===== src/osm_pkg.sv =====
`timescale 1ns / 1ps
// ----------------------------------------------------------------------------
// osm_pkg
// shared types and constants for the order statistic multiset
// ----------------------------------------------------------------------------
package osm_pkg;

  localparam int DefaultCapacity = 64;
  localparam int KeyW            = 32;
  localparam int RankW           = 16;
  localparam int CountW          = 7;

  typedef logic signed [KeyW-1:0] key_t;

  typedef enum logic [1:0] {
    OP_INSERT     = 2'd0,
    OP_ERASE      = 2'd1,
    OP_KTH        = 2'd2,
    OP_COUNT_LESS = 2'd3
  } op_e;

  typedef enum logic [1:0] {
    ST_OK        = 2'd0,
    ST_FULL      = 2'd1,
    ST_NOT_FOUND = 2'd2,
    ST_BAD_RANK  = 2'd3
  } status_e;

  typedef struct packed {
    op_e              op;
    key_t             key;
    logic [RankW-1:0] rank;
  } req_t;

  typedef struct packed {
    status_e           status;
    key_t              value;
    logic [CountW-1:0] less_count;
    logic [CountW-1:0] occupancy;
  } rsp_t;

  // broadcast to every cell of the row
  typedef struct packed {
    logic ins_en;
    logic del_en;
    key_t key;
  } cell_ctrl_t;

endpackage


===== src/osm_cell.sv =====
`timescale 1ns / 1ps
// ----------------------------------------------------------------------------
// osm_cell
// one slot of the sorted key row: compares against the broadcast key and
// shifts toward either neighbor on insert or erase
// ----------------------------------------------------------------------------
module osm_cell (
  input  logic                  clk_i,
  input  osm_pkg::cell_ctrl_t   ctrl_i,
  input  logic                  occ_i,
  input  logic                  left_ge_i,
  input  osm_pkg::key_t         left_key_i,
  input  osm_pkg::key_t         right_key_i,
  output osm_pkg::key_t         key_o,
  output logic                  ge_o,
  output logic                  lt_o,
  output logic                  eq_o
);

  osm_pkg::key_t key_q, key_d;
  logic          gt;

  always_comb begin
    lt_o = occ_i && ($signed(key_q) < $signed(ctrl_i.key));
    eq_o = occ_i && (key_q == ctrl_i.key);
    gt   = occ_i && ($signed(key_q) > $signed(ctrl_i.key));
    // free slots count as above the key, so ge forms a suffix of the row
    ge_o = gt || !occ_i;
  end

  always_comb begin
    key_d = key_q;
    if (ctrl_i.ins_en) begin
      if (left_ge_i) begin
        key_d = left_key_i;
      end else if (ge_o) begin
        key_d = ctrl_i.key;
      end
    end
    if (ctrl_i.del_en && !lt_o) begin
      key_d = right_key_i;
    end
  end

  always_ff @(posedge clk_i) begin
    key_q <= key_d;
  end

  assign key_o = key_q;

endmodule

===== config.mk =====
export PLATFORM = sky130hd
export DESIGN_NAME = osm_cell
export DESIGN_NICKNAME = d
export VERILOG_FILES = /design/src/osm_pkg.sv /design/src/osm_cell.sv
export SDC_FILE = /design/constraint.sdc
export NUM_CORES = 1
export LEC_CHECK = 0
export BUFFER_PORTS_ARGS = -buffer_cell sky130_fd_sc_hd__buf_2
export CORE_ASPECT_RATIO = 1.5
export CORE_MARGIN = 1.5
export CORE_UTILIZATION = 31
export DETAILED_ROUTE_END_ITERATION = 7
export GPL_ROUTABILITY_DRIVEN = 0
export MAX_ROUTING_LAYER = met4
export PLACE_DENSITY = 0.7
export SLEW_MARGIN = 20
export SYNTH_ARGS = -nofsm -noshare
export SYNTH_HDL_FRONTEND = slang
export SYNTH_SLANG_ARGS = --single-unit

===== constraint.sdc =====
create_clock -name clk_i -period 10.6 [get_ports clk_i]
set_input_delay 2.65 -clock clk_i [delete_from_list [all_inputs] [get_ports clk_i]]
set_output_delay 2.65 -clock clk_i [all_outputs]
set_load 0.02 [all_outputs]

==> results_dict.tcl <==
set metrics [dict create \
    hp-class "flop to flop" \
    min_path_cells 5 \
    yosys.area.top_type "edfxtp_1" \
    p_leak_nw 1.85 \
    seqCellArea_um2 961 \
    slowest_stage "o21ai_0" \
    yosysSeqAreaShare 0.356 \
    clkSinkCount 32 \
    fmax_ghz 0.137 \
    r2r-start "key_o[21]$_DFFE_PP_" \
    dp_hpwl_um 5690 \
    syn-num-nets 397 \
    post-route-min-period_ns 7.31 \
    critPathMaxStageDelay_ns 0.45 \
    setup_viol 0 \
    min_period_over_period 0.690 \
    critical_path_class "input port to primary output" \
    synth_edf_count 32 \
    post-synth-top-count-cell "nand2_1" \
    vias 2422 \
    stdcell_count 506 \
    slew-limit-headroom 0.340 \
    viasPerCell 4.79 \
    io_pins 136 \
    grt_pass1_vias 2518 \
    power.density_nw_per_um2 153 \
    endpoint_kind "primary output" \
    fp.dieH_um 117 \
    yosys_warnings 0 \
    synth_cells 264 \
    fin_nets 531 \
    grt_pass1_wl_um 11500 \
    peakVddDrop_mv 0.0566 \
    critPathLaunchType "input port" \
    grt.overflow.total 0 \
    worstPathRequired_ns 7.95 \
    synthArstFlopShare 0 \
    postCtsHoldBufs 0 \
    syn_area_um2 2700 \
    tns_ns 0 \
    dieArea_um2 9300 \
    cts_tree "built" \
    worst-r2r-cell-count 9 \
    largest_reg_flops 32 \
    cts-resized-gates 0 \
    start_util 0.321 \
    finClkSkew_ns 0.00362 \
    routed_wl_um 7050 \
    row_count 41 \
    critical_path.top_delay_family "compound AO/OA/AOI/OAI gates" \
    path_depth 10 \
    grt_usage 0.162 \
    ys_seq_elements 32 \
    drive_gt1_frac 0.454 \
    drt-wirelength-per-cell_um 13.9 \
    whs_endpoint "key_o[18]$_DFFE_PP_" \
    synth_flop_cell "edfxtp_1" \
    status "finished, final reports clean" \
    min-delay-start "key_o[31]$_DFFE_PP_" \
    cts_buffers 5 \
    htreeDepth 2 \
    path_max_fanout 3 \
    yosys-top-cells-area "edfxtp_1 36%, mux2_4 16%, ha_1 15%" \
    avgSynthCellArea_um2 10.2 \
    grt_max_degree 65 \
    crit_chain "buf_2 -> inv_1 -> ha_1 -> a21oi_1 -> o21ai_0 -> a221oi_1 -> nand4_1 -> o21ai_0 -> nor2_1 -> buf_2" \
    nFillCells 854 \
    slew_viol_final 0 \
    finalHoldViolations 0 \
    clock-root-buffer "clkbuf_16" \
    hold_slack_ns 1.25 \
    drt_iter0_markers 92 \
    insertion_delay_ns 0.27 \
    antenna_found_initial 0 \
    ant_nets 0 \
    reg2reg_slack_ns 7.00 \
    area_growth_pct 32.4 \
    critPathArrivalTime_ns 4.66 \
    post_cts_buffers 0 \
    path_clk_slew_ns 0.05 \
    ys_top_cells_by_count "40 x nand2_1, 36 x o21ai_0, 35 x inv_1, 32 x edfxtp_1, 32 x ha_1" \
    die_w_um 79.2 \
    yosys.area.top_type_share 0.356 \
    core-area_um2 8410 \
    dp.cells 498 \
    crit_buf_inv 3 \
    portBuffers 135 \
    ys_types 32 \
    drc 0 \
    cts.path.max_buffers 2 \
    regToRegEndpoint "key_o[19]$_DFFE_PP_" \
    num_antenna_cells 0 \
    dr.pass1.iters 4 \
    rsz0062_at_grt "false" \
    tightest_slew_ns 0.990 \
    max-cap-violations 0 \
    multi_input_area_um2 1520 \
]
## power breakdown
group / total, mW / internal, mW / switching [mW]
Sequential: 0.191 / 0.176 / 0.0149
Clock: 0.135 / 0.0862 / 0.0489
Combinational: 0.219 / 0.0968 / 0.122
Total: 0.546 / 0.359 / 0.186
## per-stage QoR
step                worst slack, ns  utilization  cell area [um^2]  power, mW
floorplan                      2.06            -              2700      0.349
detailed placement             3.26        0.409              3440      0.416
global placement               3.21        0.409              3440      0.410
finish                         3.29        0.425              3580      0.546
global route                   3.06        0.425              3580      0.581
CTS                            3.24        0.425              3580      0.554
## worst max-delay path by stage
stage / slack, ns / start / end
final: 3.29 / ctrl_i[21] / ge_o
after global routing: 3.06 / ctrl_i[31] / ge_o
after CTS: 3.24 / ctrl_i[31] / ge_o
after detailed placement: 3.26 / ctrl_i[31] / ge_o
after global placement: 3.21 / ctrl_i[31] / ge_o
after floorplan: 2.06 / ctrl_i[31] / key_o[0]$_DFFE_PP_
## routing by layer
layer / track usage / routed length (um) / vias up
met5: - / 0 / -
met4: 0.0548 / 126 / 0
met3: 0.0218 / 345 / 8
met2: 0.291 / 3780 / 81
met1: 0.180 / 2800 / 1120
li1: - / - / 1213
## kinds of logic after synthesis
group | share of synthesized area
AND/OR/NAND/NOR | 0.108
multiplexers | 0.178
AO/OA/AOI/OAI | 0.127
adder cells (fa/ha/maj) | 0.148
buffers and inverters | 0.0833
flip-flops | 0.356
## layout by cell type (no fill, tap or decap), types with 2 or more instances in the layout
master     netlist  routed
clkbuf_16        0       5
a21o_1           2       2
nor2_1           3       3
ha_1            32      32
mux2_4          29      29
nand4_1          7       7
buf_4            0       2
buf_2            1     135
inv_1           35      35
mux2_2           4       4
nand2_1         40      40
o21ai_0         36      36
edfxtp_1        32      32
a21oi_1         13      13
nor3_1           2       2
nand3_1          5       5
clkbuf_1         4       2
## final cells by class
cell class | count | share of cell area
clock buffers | 7 | 0.0371
clock inverters | 1 | 0.00105
inverters | 35 | 0.0367
multi-input cells | 187 | 0.426
flip-flops and latches | 32 | 0.269
well taps | 107 | 0.0374
repair buffers | 137 | 0.193
## worst reg2reg max path, cell delays in order, from the launching register on
cell      delay (ns)
edfxtp_1        0.40
ha_1            0.31
a21oi_1         0.16
o21ai_0         0.14
a221oi_1        0.36
nand4_1         0.22
o211ai_4        0.46
buf_4           0.52
o311ai_2        0.37
buf_4           0.35
Power figures use the tool's default switching activity.
